`src/rtl/uer_pkg.sv`:
```
// Shared types and constants for the ultrasonic echo ranger.
package uer_pkg;

    localparam int unsigned CNT_W    = 16;
    localparam int unsigned WIDTH_W  = 8;
    localparam int unsigned SENS_W   = 2;
    localparam int unsigned ECHO_W   = 3;
    localparam int unsigned DIST_W   = 11;
    localparam int unsigned ADDR_W   = 4;
    localparam int unsigned DATA_W   = 32;

    // 2^21 / 58 rounded up; exact for every 16-bit dividend.
    localparam int unsigned DIV58_MULT  = 36158;
    localparam int unsigned DIV58_SHIFT = 21;
    localparam int unsigned PROD_W      = 32;

    localparam logic [CNT_W-1:0]   RST_CLEAR_TO = 16'd10000;
    localparam logic [WIDTH_W-1:0] RST_TRIG_W   = 8'd10;
    localparam logic [CNT_W-1:0]   RST_RISE_TO  = 16'd4000;
    localparam logic [CNT_W-1:0]   RST_MAX_ECHO = 16'd4000;

    typedef enum logic [1:0] {
        REG_CLEAR_TO = 2'd0,
        REG_TRIG_W   = 2'd1,
        REG_RISE_TO  = 2'd2,
        REG_MAX_ECHO = 2'd3
    } t_reg_idx;

    typedef enum logic [1:0] {
        ST_OK       = 2'd0,
        ST_NO_RISE  = 2'd1,
        ST_TOO_LONG = 2'd2,
        ST_ZERO     = 2'd3
    } t_status;

    typedef struct packed {
        logic [CNT_W-1:0]   clear_timeout_us;
        logic [WIDTH_W-1:0] trigger_width_us;
        logic [CNT_W-1:0]   rise_timeout_us;
        logic [CNT_W-1:0]   max_echo_us;
    } t_cfg;

endpackage

```
`src/rtl/ultrasonic_echo_ranger.sv`:
```
// An accepted transaction passes the input register, then the result register; a stall holds it.
// Throughput: one transaction per cycle while i_out_ready does not stall the result register.
// The input register and the result register decouple both sides, so a new
// transaction is taken while a finished result waits, if the input register is empty.
// Reset: synchronous, active low; clears phase, count, sensor, valid flags and
// restores the register defaults. No memory, so no clearing pass.
module ultrasonic_echo_ranger #(
    parameter int unsigned NUM_SENSORS = 3
) (
    input  logic                        i_clk,
    input  logic                        i_rst_n,
    // input channel
    input  logic                        i_in_valid,
    output logic                        o_in_ready,
    input  logic                        i_cmd,
    input  logic [uer_pkg::SENS_W-1:0]  i_sensor_select,
    input  logic [uer_pkg::ECHO_W-1:0]  i_echo_levels,
    // result channel
    output logic                        o_out_valid,
    input  logic                        i_out_ready,
    output logic [uer_pkg::ECHO_W-1:0]  o_trigger_lines,
    output logic                        o_busy_res,
    output logic                        o_done_res,
    output logic [uer_pkg::DIST_W-1:0]  o_distance_cm,
    output logic [1:0]                  o_status,
    // configuration port
    input  logic                        psel,
    input  logic                        penable,
    input  logic                        pwrite,
    input  logic [uer_pkg::ADDR_W-1:0]  paddr,
    input  logic [uer_pkg::DATA_W-1:0]  pwdata,
    output logic [uer_pkg::DATA_W-1:0]  prdata,
    output logic                        pready
);

    uer_pkg::t_cfg               w_cfg;

    // Input register: holds one accepted transaction until the sequencer takes it.
    logic                        r_in_valid;
    logic                        r_cmd;
    logic [uer_pkg::SENS_W-1:0]  r_sensor_select;
    logic [uer_pkg::ECHO_W-1:0]  r_echo_levels;

    logic                        r_out_valid;
    logic                        w_advance;
    logic                        w_step;

    // Advance when the result register is empty or being drained this cycle.
    assign w_advance  = !r_out_valid || i_out_ready;
    assign w_step     = r_in_valid && w_advance;
    assign o_in_ready = !r_in_valid || w_advance;
    assign o_out_valid = r_out_valid;

    always_ff @(posedge i_clk) begin
        if (!i_rst_n) begin
            r_in_valid  <= 1'b0;
            r_out_valid <= 1'b0;
        end else begin
            if (o_in_ready) begin
                r_in_valid <= i_in_valid;
            end
            if (w_advance) begin
                r_out_valid <= r_in_valid;
            end
        end
    end

    // Capture the payload on acceptance; hold otherwise.
    always_ff @(posedge i_clk) begin
        if (i_in_valid && o_in_ready) begin
            r_cmd           <= i_cmd;
            r_sensor_select <= i_sensor_select;
            r_echo_levels   <= i_echo_levels;
        end
    end

    uer_apb_regs u_regs (
        .i_clk   (i_clk),
        .i_rst_n (i_rst_n),
        .psel    (psel),
        .penable (penable),
        .pwrite  (pwrite),
        .paddr   (paddr),
        .pwdata  (pwdata),
        .prdata  (prdata),
        .pready  (pready),
        .o_cfg   (w_cfg)
    );

    // Phase update plus result register; one transaction per step.
    uer_fsm #(
        .NUM_SENSORS (NUM_SENSORS)
    ) u_fsm (
        .i_clk           (i_clk),
        .i_rst_n         (i_rst_n),
        .i_step          (w_step),
        .i_cmd           (r_cmd),
        .i_sensor_select (r_sensor_select),
        .i_echo_levels   (r_echo_levels),
        .i_cfg           (w_cfg),
        .o_trigger_lines (o_trigger_lines),
        .o_busy_res      (o_busy_res),
        .o_done_res      (o_done_res),
        .o_distance_cm   (o_distance_cm),
        .o_status        (o_status)
    );

`ifndef SYNTHESIS
    // A finishing result always leaves the block idle.
    a_done_not_busy: assert property (@(posedge i_clk) disable iff (!i_rst_n)
        o_out_valid && o_done_res |-> !o_busy_res)
        else $error("done result reports busy");

    // A distance appears only on a successful finishing result.
    a_dist_only_ok: assert property (@(posedge i_clk) disable iff (!i_rst_n)
        o_out_valid && o_distance_cm != '0
            |-> o_done_res && o_status == uer_pkg::ST_OK)
        else $error("distance outside a successful finish");

    // At most one trigger line, and only during a measurement.
    a_trig_onehot: assert property (@(posedge i_clk) disable iff (!i_rst_n)
        o_out_valid |-> $onehot0(o_trigger_lines)
            && (o_trigger_lines == '0 || o_busy_res))
        else $error("bad trigger drive");

    // A failure status comes only with a finishing result.
    a_status_done: assert property (@(posedge i_clk) disable iff (!i_rst_n)
        o_out_valid && o_status != uer_pkg::ST_OK |-> o_done_res)
        else $error("status without finish");
`endif

endmodule

```
`src/rtl/uer_apb_regs.sv`:
```
// APB configuration registers of the echo ranger.
module uer_apb_regs (
    input  logic                        i_clk,
    input  logic                        i_rst_n,
    input  logic                        psel,
    input  logic                        penable,
    input  logic                        pwrite,
    input  logic [uer_pkg::ADDR_W-1:0]  paddr,
    input  logic [uer_pkg::DATA_W-1:0]  pwdata,
    output logic [uer_pkg::DATA_W-1:0]  prdata,
    output logic                        pready,
    output uer_pkg::t_cfg               o_cfg
);

    uer_pkg::t_cfg    r_cfg;
    uer_pkg::t_reg_idx w_idx;
    logic             w_wr;

    assign pready = 1'b1;
    assign w_idx  = uer_pkg::t_reg_idx'(paddr[uer_pkg::ADDR_W-1:2]);
    assign w_wr   = psel & penable & pwrite & pready;
    assign o_cfg  = r_cfg;

    always_ff @(posedge i_clk) begin
        if (!i_rst_n) begin
            r_cfg.clear_timeout_us <= uer_pkg::RST_CLEAR_TO;
            r_cfg.trigger_width_us <= uer_pkg::RST_TRIG_W;
            r_cfg.rise_timeout_us  <= uer_pkg::RST_RISE_TO;
            r_cfg.max_echo_us      <= uer_pkg::RST_MAX_ECHO;
        end else if (w_wr) begin
            unique case (w_idx)
                uer_pkg::REG_CLEAR_TO:
                    r_cfg.clear_timeout_us <= pwdata[uer_pkg::CNT_W-1:0];
                uer_pkg::REG_TRIG_W:
                    r_cfg.trigger_width_us <= pwdata[uer_pkg::WIDTH_W-1:0];
                uer_pkg::REG_RISE_TO:
                    r_cfg.rise_timeout_us  <= pwdata[uer_pkg::CNT_W-1:0];
                uer_pkg::REG_MAX_ECHO:
                    r_cfg.max_echo_us      <= pwdata[uer_pkg::CNT_W-1:0];
                default: ;
            endcase
        end
    end

    always_comb begin
        unique case (w_idx)
            uer_pkg::REG_CLEAR_TO: prdata = uer_pkg::DATA_W'(r_cfg.clear_timeout_us);
            uer_pkg::REG_TRIG_W:   prdata = uer_pkg::DATA_W'(r_cfg.trigger_width_us);
            uer_pkg::REG_RISE_TO:  prdata = uer_pkg::DATA_W'(r_cfg.rise_timeout_us);
            uer_pkg::REG_MAX_ECHO: prdata = uer_pkg::DATA_W'(r_cfg.max_echo_us);
            default:               prdata = '0;
        endcase
    end

endmodule

```
`src/rtl/uer_div58.sv`:
```
// Divide a 16-bit microsecond count by 58 through a reciprocal multiply.
module uer_div58 (
    input  logic [uer_pkg::CNT_W-1:0]  i_value,
    output logic [uer_pkg::DIST_W-1:0] o_quot
);

    logic [uer_pkg::PROD_W-1:0] w_prod;

    assign w_prod = uer_pkg::PROD_W'(i_value)
                  * uer_pkg::PROD_W'(uer_pkg::DIV58_MULT);
    assign o_quot = w_prod[uer_pkg::DIV58_SHIFT +: uer_pkg::DIST_W];

endmodule

```
`src/rtl/uer_fsm.sv`:
```
// Measurement phase sequencer and result register of the echo ranger.
module uer_fsm #(
    parameter int unsigned NUM_SENSORS = 3
) (
    input  logic                        i_clk,
    input  logic                        i_rst_n,
    input  logic                        i_step,
    input  logic                        i_cmd,
    input  logic [uer_pkg::SENS_W-1:0]  i_sensor_select,
    input  logic [uer_pkg::ECHO_W-1:0]  i_echo_levels,
    input  uer_pkg::t_cfg               i_cfg,
    output logic [uer_pkg::ECHO_W-1:0]  o_trigger_lines,
    output logic                        o_busy_res,
    output logic                        o_done_res,
    output logic [uer_pkg::DIST_W-1:0]  o_distance_cm,
    output logic [1:0]                  o_status
);

    typedef enum logic [2:0] {
        PH_IDLE  = 3'd0,
        PH_CLEAR = 3'd1,
        PH_TRIG  = 3'd2,
        PH_RISE  = 3'd3,
        PH_ECHO  = 3'd4
    } t_phase;

    t_phase                      r_phase, n_phase;
    logic [uer_pkg::CNT_W-1:0]   r_elapsed, n_elapsed;
    logic [uer_pkg::SENS_W-1:0]  r_sensor, n_sensor;

    logic [uer_pkg::ECHO_W-1:0]  r_trig;
    logic                        r_busy;
    logic                        r_done;
    logic [uer_pkg::DIST_W-1:0]  r_dist;
    uer_pkg::t_status            r_status;

    logic                        n_done;
    logic                        n_use_quot;
    uer_pkg::t_status            n_status;
    logic [uer_pkg::ECHO_W-1:0]  n_trig;
    logic [uer_pkg::DIST_W-1:0]  n_dist;

    logic                        w_echo;
    logic                        w_sel_ok;
    logic [uer_pkg::CNT_W-1:0]   w_inc;
    logic [uer_pkg::DIST_W-1:0]  w_quot;

    uer_div58 u_div58 (
        .i_value (r_elapsed),
        .o_quot  (w_quot)
    );

    assign w_inc    = r_elapsed + uer_pkg::CNT_W'(1);
    assign w_sel_ok = {2'b00, i_sensor_select} < 4'(NUM_SENSORS);
    // A sensor beyond the echo field reads as a low line.
    assign w_echo   = ({1'b0, r_sensor} < 3'(uer_pkg::ECHO_W))
                    ? i_echo_levels[r_sensor] : 1'b0;

    always_comb begin
        n_phase    = r_phase;
        n_elapsed  = r_elapsed;
        n_sensor   = r_sensor;
        n_done     = 1'b0;
        n_use_quot = 1'b0;
        n_status   = uer_pkg::ST_OK;

        if (i_cmd) begin
            // Start is taken only when idle and the sensor exists.
            if (r_phase == PH_IDLE && w_sel_ok) begin
                n_phase   = PH_CLEAR;
                n_elapsed = '0;
                n_sensor  = i_sensor_select;
            end
        end else begin
            unique case (r_phase)
                PH_IDLE: ;
                PH_CLEAR: begin
                    if (!w_echo || r_elapsed >= i_cfg.clear_timeout_us) begin
                        n_phase   = PH_TRIG;
                        n_elapsed = '0;
                    end else begin
                        n_elapsed = w_inc;
                    end
                end
                PH_TRIG: begin
                    if (w_inc >= uer_pkg::CNT_W'(i_cfg.trigger_width_us)) begin
                        n_phase   = PH_RISE;
                        n_elapsed = '0;
                    end else begin
                        n_elapsed = w_inc;
                    end
                end
                PH_RISE: begin
                    if (w_echo) begin
                        n_phase   = PH_ECHO;
                        n_elapsed = '0;
                    end else if (w_inc >= i_cfg.rise_timeout_us) begin
                        n_phase   = PH_IDLE;
                        n_elapsed = '0;
                        n_done    = 1'b1;
                        n_status  = uer_pkg::ST_NO_RISE;
                    end else begin
                        n_elapsed = w_inc;
                    end
                end
                PH_ECHO: begin
                    if (w_echo) begin
                        if (w_inc >= i_cfg.max_echo_us) begin
                            n_phase   = PH_IDLE;
                            n_elapsed = '0;
                            n_done    = 1'b1;
                            n_status  = uer_pkg::ST_TOO_LONG;
                        end else begin
                            n_elapsed = w_inc;
                        end
                    end else begin
                        n_phase   = PH_IDLE;
                        n_elapsed = '0;
                        n_done    = 1'b1;
                        if (r_elapsed == '0) begin
                            n_status = uer_pkg::ST_ZERO;
                        end else begin
                            n_use_quot = 1'b1;
                        end
                    end
                end
                default: begin
                    n_phase = PH_IDLE;
                end
            endcase
        end

        n_trig = '0;
        if (n_phase == PH_TRIG && {1'b0, n_sensor} < 3'(uer_pkg::ECHO_W)) begin
            n_trig[n_sensor] = 1'b1;
        end
        n_dist = n_use_quot ? w_quot : '0;
    end

    always_ff @(posedge i_clk) begin
        if (!i_rst_n) begin
            r_phase   <= PH_IDLE;
            r_elapsed <= '0;
            r_sensor  <= '0;
        end else if (i_step) begin
            r_phase   <= n_phase;
            r_elapsed <= n_elapsed;
            r_sensor  <= n_sensor;
        end
    end

    always_ff @(posedge i_clk) begin
        if (i_step) begin
            r_trig   <= n_trig;
            r_busy   <= (n_phase != PH_IDLE);
            r_done   <= n_done;
            r_dist   <= n_dist;
            r_status <= n_status;
        end
    end

    assign o_trigger_lines = r_trig;
    assign o_busy_res      = r_busy;
    assign o_done_res      = r_done;
    assign o_distance_cm   = r_dist;
    assign o_status        = r_status;

endmodule
```
`config.mk`:
```
export PLATFORM = sky130hd
export DESIGN_NAME = ultrasonic_echo_ranger
export DESIGN_NICKNAME = d
export VERILOG_FILES = /design/src/rtl/uer_pkg.sv /design/src/rtl/ultrasonic_echo_ranger.sv /design/src/rtl/uer_apb_regs.sv /design/src/rtl/uer_div58.sv /design/src/rtl/uer_fsm.sv
export SDC_FILE = /design/constraint.sdc
export NUM_CORES = 1
export LEC_CHECK = 0
export BUFFER_PORTS_ARGS = -buffer_cell sky130_fd_sc_hd__clkbuf_2
export CAP_MARGIN = 20
export CORE_AREA = 3 3 196 198
export CTS_CLUSTER_DIAMETER = 60
export DETAILED_ROUTE_END_ITERATION = 12
export DIE_AREA = 0 0 199 201
export PLACE_DENSITY = 0.57
export REMOVE_ABC_BUFFERS = 1
export SLEW_MARGIN = 20
export SYNTH_ARGS = -nofsm -noshare
export SYNTH_HDL_FRONTEND = slang
export SYNTH_SLANG_ARGS = --single-unit
```
`constraint.sdc`:
```
create_clock -name i_clk -period 5.3 [get_ports i_clk]
set_input_delay 0.53 -clock i_clk [delete_from_list [all_inputs] [get_ports i_clk]]
set_output_delay 0.53 -clock i_clk [all_outputs]
set_load 0.02 [all_outputs]
```
==> metrics.txt, run 1 <==
Worst Setup End Kind=register; Total GRT Usage=0.1372; LEAKAGE=~6.3 nW; most frequent cells in the layout=inv_1, ha_1, nand2_1; Critical path origin=u_fsm.r_elapsed[13]; vias post-DR=8,355; total negative setup slack=-1.774 ns; hold_buf cts=0; Slew Limit Fails=0; synthesized flop and latch total=103; post-layout min period=5.620 ns; TritonCTS Buffers=9; Worst-path clk slew=~0.080 ns; TritonRoute pass-1 iters=5; grt total ovfl=0; Design Power=0.001724 W; R2R setup slack=-0.32 ns; Worst EP arrival=5.73 ns; Pwr Density=roughly 140 mW/mm2; share of cells above drive strength 1=0.1829; starting density of the core=0.2890; final WL=27,190 um; max frequency=177.9 MHz; layout overhead on the synthesized area=19.23%; clk buf depth=2; Vias/cell=4.707; Die W=just under 200 um; asr flop ratio synth=0; post-synthesis cell count=1,159; Crit Path Max Fanout=5; Clock Tree Root=clkbuf_16; reg-to-reg startpoint=u_fsm.r_elapsed[13]; Psw=0.0005005 W; Mapped Area=0.01061 mm2; final net count=approximately 1,600; FP Rows=70; final setup margin=-0.3204 ns; Post-synth EDFFs=24; worst min path class=in -> reg; gpl congestion=between 0.8 and 0.9; Setup Skew=0.01757 ns; DPL Wire Length=roughly 22,000 um; RR Endpoint=u_fsm.o_distance_cm[10]; Synthesis Warnings=0; status=complete, but fails checks; Logic pwr share=0.103; vias in the first global route=8,452; post-route ant nets=0; Distinct cells, synth=between 70 and 80; final-report hold violation count=0; worst skew pair latency=~0.37 ns; # clock sinks=~100; Top Ports=around 100; CORE AREA=approximately 0.037 mm2; initial antenna violation count=0; final count of negative-setup-slack endpoints=9; Min Hold Slack=0.3360 ns; failing checks=setup timing; CTS tree=built; DRC viols=0; Inserted Diodes=0; critical path type=reg -> reg; die footprint=0.04000 mm2; Most used DFF post-synth=dfxtp_1; first-pass GRT wire length=43,930 um; sequential area share after synthesis=0.2171; Syn Area/Cell=9.150 um2; largest net degree at the start of global routing=between 60 and 70; switching share of power=0.2903; Setup crit end=u_fsm.o_distance_cm[10]; Flop pwr share=0.484; R2R cell count=20; I/O Buffers=between 60 and 70; CP required=roughly 5.4 ns; most common cell after layout, fill and taps aside=inv_1; DRT iter0 DRCs=between 300 and 400; drt wl/cell=15.32 um; Worst Setup Start Kind=register; Max-Slew Margin vs Limit=0.3801; maximum vdd drop=148.2 uV; RSZ-0062 raised after global routing=yes; Layout fillers=about 3,800; max-cap viol count=0; Int Power=between 0.001 and 0.0015 W; pre-CTS setup slack=-0.5367 ns; Worst-Margin Slew=0.9268 ns; clock group share of total power=0.413; die height=201 um; Final Cycle Share=1.060; H-tree depth=3
synth_stat cells (11+ instances only):
master / n / area (um2)
a21boi_0: 32 / 240.2
a21o_1: 13 / 97.59
a21oi_1: 36 / 180.2
a22o_1: 15 / 131.4
buf_4: 18 / 135.1
clkbuf_1: 24 / 90.09
dfxtp_1: 79 / 1582
edfxtp_1: 24 / 720.7
fa_1: 82 / 1642
ha_1: 183 / 2290
inv_1: 203 / 762.0
nand2_1: 136 / 510.5
nand3_1: 22 / 110.1
nand4_1: 12 / 75.07
nor2_1: 38 / 142.6
nor2b_1: 11 / 68.82
nor3_1: 17 / 85.08
o211ai_1: 33 / 247.7
o21ai_0: 34 / 170.2
xnor2_1: 12 / 105.1
per-stage QoR:
stage | instances | utilization | cell area (um2)
3_5_place_dp | 1756 | 0.3286 | 12060
4_1_cts | 1773 | 0.3411 | 12520
5_1_grt | 1775 | 0.3446 | 12640
2_1_floorplan | 1126 | - | 10400
6_report | 1775 | 0.3446 | 12640
3_3_place_gp | 1756 | 0.3286 | 12060
flip-flops by register name (all words and copies together), names as in the netlist, 2 cells and up:
register               cells
u_regs.o_cfg              56
u_fsm.o_distance_cm       11
u_fsm.o_trigger_lines      3
u_fsm.r_elapsed           16
u_fsm.r_sensor             2
u_fsm.r_phase              3
r_echo_levels              3
r_sensor_select            2
u_fsm.o_status             2
worst min path at each step:
| stage | depth (start not counted) | endpoint | slack [ns] | startpoint |
|---|---|---|---|---|
| floorplan | 2 | u_regs.o_cfg[28] | 0.44 | u_regs.o_cfg[28] |
| global placement | 2 | u_regs.o_cfg[30] | 0.46 | u_regs.o_cfg[30] |
| detailed placement | 2 | u_regs.o_cfg[29] | 0.46 | u_regs.o_cfg[29] |
| CTS | 1 | r_sensor_select[0] | 0.32 | i_sensor_select[0] |
| global route | 1 | r_sensor_select[0] | 0.32 | i_sensor_select[0] |
| finish | 1 | r_sensor_select[0] | 0.34 | i_sensor_select[0] |
power groups by stage:
| stage | Sequential, W | Combinational (W) | Clock [W] |
|---|---|---|---|
| 6_report | 0.000835 | 0.000178 | 0.000712 |
| 5_1_grt | 0.000837 | 0.000196 | 0.000766 |
| 4_1_cts | 0.000836 | 0.000179 | 0.000735 |
| 3_5_place_dp | 0.000855 | 0.000177 | 0 |
| 3_3_place_gp | 0.000855 | 0.000175 | 0 |
| 2_1_floorplan | 0.000861 | 0.0000956 | 0 |
layer usage:
layer | global-route usage | vias to the layer above | routed length, um
met3 | 0.02014 | 36 | 719
met1 | 0.1822 | 4020 | 12560
met5 | 0 | - | 0
li1 | - | 4187 | -
met4 | 0.04267 | 0 | 559
met2 | 0.2297 | 112 | 13350
worst max-delay path, stage by stage, from the launching register on:
cell	delay (ns)
dfxtp_4	0.38
buf_6	0.12
fa_1	0.57
fa_2	0.46
fa_1	0.55
fa_2	0.45
fa_1	0.51
inv_2	0.04
fa_1	0.50
inv_1	0.05
ha_1	0.27
nand4_1	0.16
nor3_1	0.07
o21ai_1	0.11
a21oi_1	0.09
buf_4	0.16
buf_12	0.12
a2111oi_4	0.46
o31ai_4	0.08
xnor2_1	0.13
nor2_1	0.05
cell type report:
cell class | count | area [um2] | area share
Sequential cell | 103 | 2321 | 0.1836
Clock buffer | 9 | 225.2 | 0.01781
Multi-Input combinational cell | 819 | 7535 | 0.5959
Timing Repair Buffer | 165 | 1121 | 0.08866
Clock inverter | 7 | 91.34 | 0.007223
Inverter | 204 | 765.7 | 0.06056
Tap cell | 468 | 585.6 | 0.04631
cells by family after synthesis:
kind of cell,after synthesis,synth area share
AO/OA/AOI/OAI,211,0.1406
XOR/XNOR,23,0.02029
adder cells (fa/ha/maj),267,0.3727
buffers and inverters,252,0.09710
flip-flops,103,0.2171
multiplexers,19,0.02749
other,2,0.0007081
AND/OR/NAND/NOR,282,0.1240
what timing repair did:
| item | in CTS | in global routing |
|---|---|---|
| pin swaps | 26 | 21 |
| setup endpoints to repair | 10 | 11 |
| buffers inserted | 2 | 2 |
| gates resized for setup | 33 | 21 |
No activity file was read; power rests on OpenSTA's default activity.
==> run 2, diff against run 1 <==
--- a/config.mk
+++ b/config.mk
@@ -11,7 +11,7 @@
 export CTS_CLUSTER_DIAMETER = 60
 export DETAILED_ROUTE_END_ITERATION = 12
 export DIE_AREA = 0 0 199 201
-export PLACE_DENSITY = 0.57
+export PLACE_DENSITY = 0.55
 export REMOVE_ABC_BUFFERS = 1
 export SLEW_MARGIN = 20
 export SYNTH_ARGS = -nofsm -noshare
==> constraint.sdc (replaced) <==
create_clock -name i_clk -period 5.2 [get_ports i_clk]
set_input_delay 0.52 -clock i_clk [delete_from_list [all_inputs] [get_ports i_clk]]
set_output_delay 0.52 -clock i_clk [all_outputs]
set_load 0.02 [all_outputs]
==> run 2 against run 1 <==
Net effect: the run still ends with setup timing left; global-route usage increased by 0.34 points; fmax up 3.6%; final area rose by 1.6%; die area unchanged; hold slack worse by 0.00092 ns; non-clock buffer count increased by 15; final cell count is 0.85% higher; clock skew increased by 0.0014 ns; flip-flop and latch count unchanged; largest cell class unchanged; wire length grew 2.4%.
==> metrics.txt, run 2 (synthesized netlist as in run 1, its figures left out) <==
status=complete, but fails checks; failing checks=setup timing; Slew Limit Fails=0; total negative setup slack=-1.392 ns; max frequency=184.4 MHz; RR Endpoint=u_fsm.o_distance_cm[10]; Worst EP arrival=roughly 5.5 ns; starting density of the core=0.2890; Layout Utilization=0.3500; die height=201 um; RSZ-0062 raised after global routing=yes; final setup margin=-0.2228 ns; die footprint=0.04000 mm2; Inserted Diodes=0; DRC viols=0; Vias/cell=between 4 and 5; Crit Path Max Fanout=4; DRT iter0 DRCs=310; grt total ovfl=0; CP required=5.30 ns; Int Power=0.001244 W; I/O Buffers=66; DPL Wire Length=22,720 um; drt wl/cell=15.55 um; Worst Setup End Kind=register; vias post-DR=8,384; pre-CTS setup slack=-0.6692 ns; Flop pwr share=0.487; max-cap viol count=0; # clock sinks=103; TritonRoute pass-1 iters=5; hold_buf cts=0; clock group share of total power=0.409; LEAKAGE=6.372 nW; vias in the first global route=about 8,600; CP bufs+invs=4; largest net degree at the start of global routing=66; worst min path class=in -> reg; layout overhead on the synthesized area=21.12%; Top Ports=a little over 100; Worst Setup Start Kind=register; reg-to-reg startpoint=u_fsm.r_elapsed[13]; Final Cycle Share=1.043; Worst Hold Depth=1; Cell Chain, Critical Path=buf_6 > fa_1 > fa_2 > fa_1 > fa_2 > fa_1 > inv_2 > fa_1 > inv_2 > ha_4 > a21oi_4 > o211ai_1 > a21oi_1 > a21oi_1 > buf_4 > a2111oi_4 > o31ai_4 > xnor2_1 > nor2_1; final WL=27,840 um; Setup Skew=0.01897 ns; first-pass GRT wire length=roughly 45,000 um; most common cell after layout, fill and taps aside=inv_1; R2R cell count=19; clk buf depth=2; Layout fillers=3,711; Design Power=0.001745 W; TritonCTS Buffers=9; post-layout min period=approximately 5.4 ns; CP top delay family=adder cells; Worst-Margin Slew=between 0.9 and 1 ns; most frequent cells in the layout=inv_1, ha_1, nand2_1; critical path type=reg -> reg; initial antenna violation count=0; gpl congestion=0.8203; R2R setup slack=-0.22 ns; Die W=199 um; Total GRT Usage=0.1406; max reg flops=56; Logic pwr share=0.104; Pwr Density=135.9 mW/mm2; final count of negative-setup-slack endpoints=9; final net count=1,631; Max-Slew Margin vs Limit=0.3607; stages on the worst setup path=19; CORE AREA=around 0.037 mm2; CP max stage delay=0.56 ns; FP Rows=70; worst skew pair latency=0.37 ns; maximum vdd drop=roughly 140 uV; Slowest cell on crit path=fa_1; share of cells above drive strength 1=0.2042; Worst-path clk slew=0.08 ns; min-delay src=i_cmd; Clock Tree Root=clkbuf_16; post-route ant nets=0; Psw=0.0005014 W; Hold Path End=r_cmd; Final Cell Area=~0.013 mm2; H-tree depth=3; final-report hold violation count=0; switching share of power=0.2873; placed cell area=approximately 0.012 mm2; CTS tree=built; most used cell, CP=fa_1
run 2: layout make-up:
cell class,count,area [um2],area share
Inverter,204,765.7,0.05961
Clock buffer,9,225.2,0.01753
Multi-Input combinational cell,819,7632,0.5942
Sequential cell,103,2326,0.1811
Clock inverter,7,81.33,0.006332
Tap cell,468,585.6,0.04559
Timing Repair Buffer,180,1229,0.09566
run 2: layer usage:
layer  vias up  global-route usage  share of wire
met2       134              0.2454           0.50
met5         -                   0              0
met1      4016              0.1819           0.45
met4         0             0.03614          0.015
li1       4211                   -              -
met3        23             0.01964          0.033
run 2: how the worst max path moves through the flow:
stage / end / slack, ns / startpoint
floorplan: u_fsm.o_distance_cm[10] / -0.47 / u_fsm.r_elapsed[10]
global placement: u_fsm.o_distance_cm[10] / -0.57 / u_fsm.r_elapsed[12]
detailed placement: u_fsm.o_distance_cm[4] / -0.67 / u_fsm.r_elapsed[12]
CTS: u_fsm.o_distance_cm[6] / -0.25 / u_fsm.r_elapsed[14]
global route: u_fsm.o_distance_cm[10] / -0.46 / u_fsm.r_elapsed[13]
finish: u_fsm.o_distance_cm[10] / -0.22 / u_fsm.r_elapsed[13]
run 2: timing repair:
item / CTS / global route
setup endpoints to repair: 11 / 11
endpoints found under the hold margin: 0 / 0
buffers inserted: 4 / 0
pin swaps: 50 / 22
resized for setup: 56 / 20
run 2: worst register-to-register path, delay by kind of cell, from the launching register on:
kind / cells / cell delay, ns
xor+xnor: 1 / 0.14
compound gates: 6 / 1.07
simple gates: 1 / 0.05
flops: 1 / 0.36
buf+inv: 4 / 0.40
fa+ha+maj: 7 / 3.15
run 2: power by group through the flow:
stage,Clock [W],Sequential (W),Combinational (W)
after floorplan,0,0.000878,0.0000975
after global placement,0,0.000871,0.000181
after detailed placement,0,0.000871,0.000182
after CTS,0.000742,0.000850,0.000184
after global routing,0.000768,0.000852,0.000201
final,0.000713,0.000850,0.000182
run 2: metrics by stage:
| stage | cells | hold slack (ns) |
|---|---|---|
| CTS | 1791 | 0.3186 |
| detailed placement | 1772 | 0.4654 |
| global route | 1790 | 0.3244 |
| global placement | 1772 | 0.4544 |
| finish | 1790 | 0.3351 |
| floorplan | 1126 | 0.4434 |
==> run 3, diff against run 2 <==
--- a/config.mk
+++ b/config.mk
@@ -7,10 +7,10 @@
 export LEC_CHECK = 0
 export BUFFER_PORTS_ARGS = -buffer_cell sky130_fd_sc_hd__clkbuf_2
 export CAP_MARGIN = 20
-export CORE_AREA = 3 3 196 198
+export CORE_AREA = 2 2 195 197
 export CTS_CLUSTER_DIAMETER = 60
 export DETAILED_ROUTE_END_ITERATION = 12
-export DIE_AREA = 0 0 199 201
+export DIE_AREA = 0 0 197 199
 export PLACE_DENSITY = 0.55
 export REMOVE_ABC_BUFFERS = 1
 export SLEW_MARGIN = 20
==> run 3 against run 2 <==
Net effect: the run still ends with setup timing left; largest power group unchanged; clock skew grew 0.011 ns; highest routed layer unchanged; global-route usage grew 0.44 points; combinational power is essentially flat.
==> metrics.txt, run 3 (synthesized netlist as in run 1, its figures left out) <==
status=complete, but fails checks; failing checks=setup timing; Setup Skew=0.02947 ns; maximum vdd drop=131.5 uV; pre-CTS setup slack=-0.6763 ns; Die W=197 um; Slowest cell on crit path=fa_1; die height=199 um; drt wl/cell=15.34 um; max frequency=182.5 MHz; RR Endpoint=u_fsm.o_distance_cm[10]; critical path type=reg -> reg; Clock Tree Root=clkbuf_16; starting density of the core=0.2856; Pwr Density=137.0 mW/mm2; grt total ovfl=0; TritonCTS Buffers=9; Worst Hold Depth=1; clk buf depth=2; I/O Buffers=66; LEAKAGE=6.411 nW; vias in the first global route=approximately 8,600; Hold Path End=r_sensor_select[1]; post-layout min period=5.480 ns; layout overhead on the synthesized area=20.85%; initial antenna violation count=0; Top Ports=102; vias post-DR=between 8,000 and 9,000; CP top delay family=adder cells; Cell Chain, Critical Path=buf_6 > fa_1 > fa_2 > fa_1 > fa_2 > fa_1 > inv_2 > fa_2 > inv_2 > ha_4 > a21oi_4 > o211ai_1 > a21oi_2 > a21oi_4 > buf_6 > a2111oi_4 > o31ai_4 > xnor2_1 > nor2_1; share of cells above drive strength 1=0.2017; min-delay src=i_sensor_select[1]; worst min path class=in -> reg; CP required=~5.3 ns; FP Rows=71; largest net degree at the start of global routing=66; DPL Wire Length=~23,000 um; RSZ-0062 raised after global routing=yes; Worst EP arrival=~5.6 ns; final net count=1,633; Max-Slew Margin vs Limit=0.3144; Slew Limit Fails=0; Layout Utilization=0.3451; Crit Path Max Fanout=4; most common cell after layout, fill and taps aside=inv_1; Final Cycle Share=1.054; # clock sinks=just over 100; CORE AREA=roughly 0.037 mm2; CP bufs+invs=4; first-pass GRT wire length=44,510 um; final count of negative-setup-slack endpoints=9; Total GRT Usage=0.1450; H-tree depth=3; R2R cell count=19; final WL=27,590 um; Layout fillers=3,780; die footprint=0.03920 mm2; final-report hold violation count=0; final setup margin=-0.2798 ns; post-route ant nets=0; most frequent cells in the layout=inv_1, ha_1, nand2_1; max reg flops=56; reg-to-reg startpoint=u_fsm.r_elapsed[13]; Worst Setup Start Kind=register; Inserted Diodes=0; DRT iter0 DRCs=370; Vias/cell=4.715; hold_buf cts=0; total negative setup slack=-1.727 ns; gpl congestion=0.8609; max-cap viol count=0; CTS tree=built; R2R setup slack=-0.28 ns; CP max stage delay=0.58 ns; TritonRoute pass-1 iters=5; Worst-path clk slew=0.08 ns; DRC viols=0; Worst Setup End Kind=register; Worst-Margin Slew=1.027 ns; worst skew pair latency=0.38 ns
-- run 3: per-stage QoR --
step	hold slack, ns	cell area, um2	power, W	std cells
after detailed placement	0.4602	12200	0.001052	1778
after floorplan	0.4434	10400	0.0009753	1126
final	0.3317	12820	0.001756	1798
after global placement	0.4527	12200	0.001051	1778
after CTS	0.3125	12790	0.001788	1798
after global routing	0.3143	12820	0.001824	1798
-- run 3: where the power goes --
part           internal, W  leakage [nW]  switching [W]
sequential        0.000835         0.864      0.0000152
clock             0.000350         0.152       0.000375
combinational    0.0000621          5.39       0.000118
-- run 3: worst max path at each step --
stage / startpoint / end / cells after the start
after floorplan: u_fsm.r_elapsed[10] / u_fsm.o_distance_cm[10] / 18
after global placement: u_fsm.r_elapsed[12] / u_fsm.o_distance_cm[10] / 19
after detailed placement: u_fsm.r_elapsed[13] / u_fsm.o_distance_cm[4] / 20
after CTS: u_fsm.r_elapsed[13] / u_fsm.o_distance_cm[9] / 18
after global routing: u_fsm.r_elapsed[9] / u_fsm.o_distance_cm[10] / 21
final: u_fsm.r_elapsed[13] / u_fsm.o_distance_cm[10] / 19
-- run 3: metal layers --
metal / part of all wire / vias up / wire length (um) / GRT usage
li1: - / 4214 / - / -
met1: 0.45 / 4128 / 12530 / 0.1850
met2: 0.51 / 117 / 13990 / 0.2603
met3: 0.027 / 18 / 752 / 0.01899
met4: 0.011 / 0 / 309 / 0.03202
met5: 0 / - / 0 / 0
-- run 3: final cells by class --
type | count | area, um2 | share of cell area
clock inverters | 7 | 91.34 | 0.007127
clock buffers | 9 | 225.2 | 0.01757
well taps | 474 | 593.1 | 0.04628
inverters | 204 | 765.7 | 0.05975
flip-flops and latches | 103 | 2323 | 0.1813
repair buffers | 182 | 1249 | 0.09743
multi-input cells | 819 | 7569 | 0.5906
-- run 3: what timing repair did --
action,4_1_cts,5_1_grt
pin swaps,42,7
setup endpoints to repair,11,11
gates resized for setup,60,6
buffers inserted,6,2
gates cloned,0,0
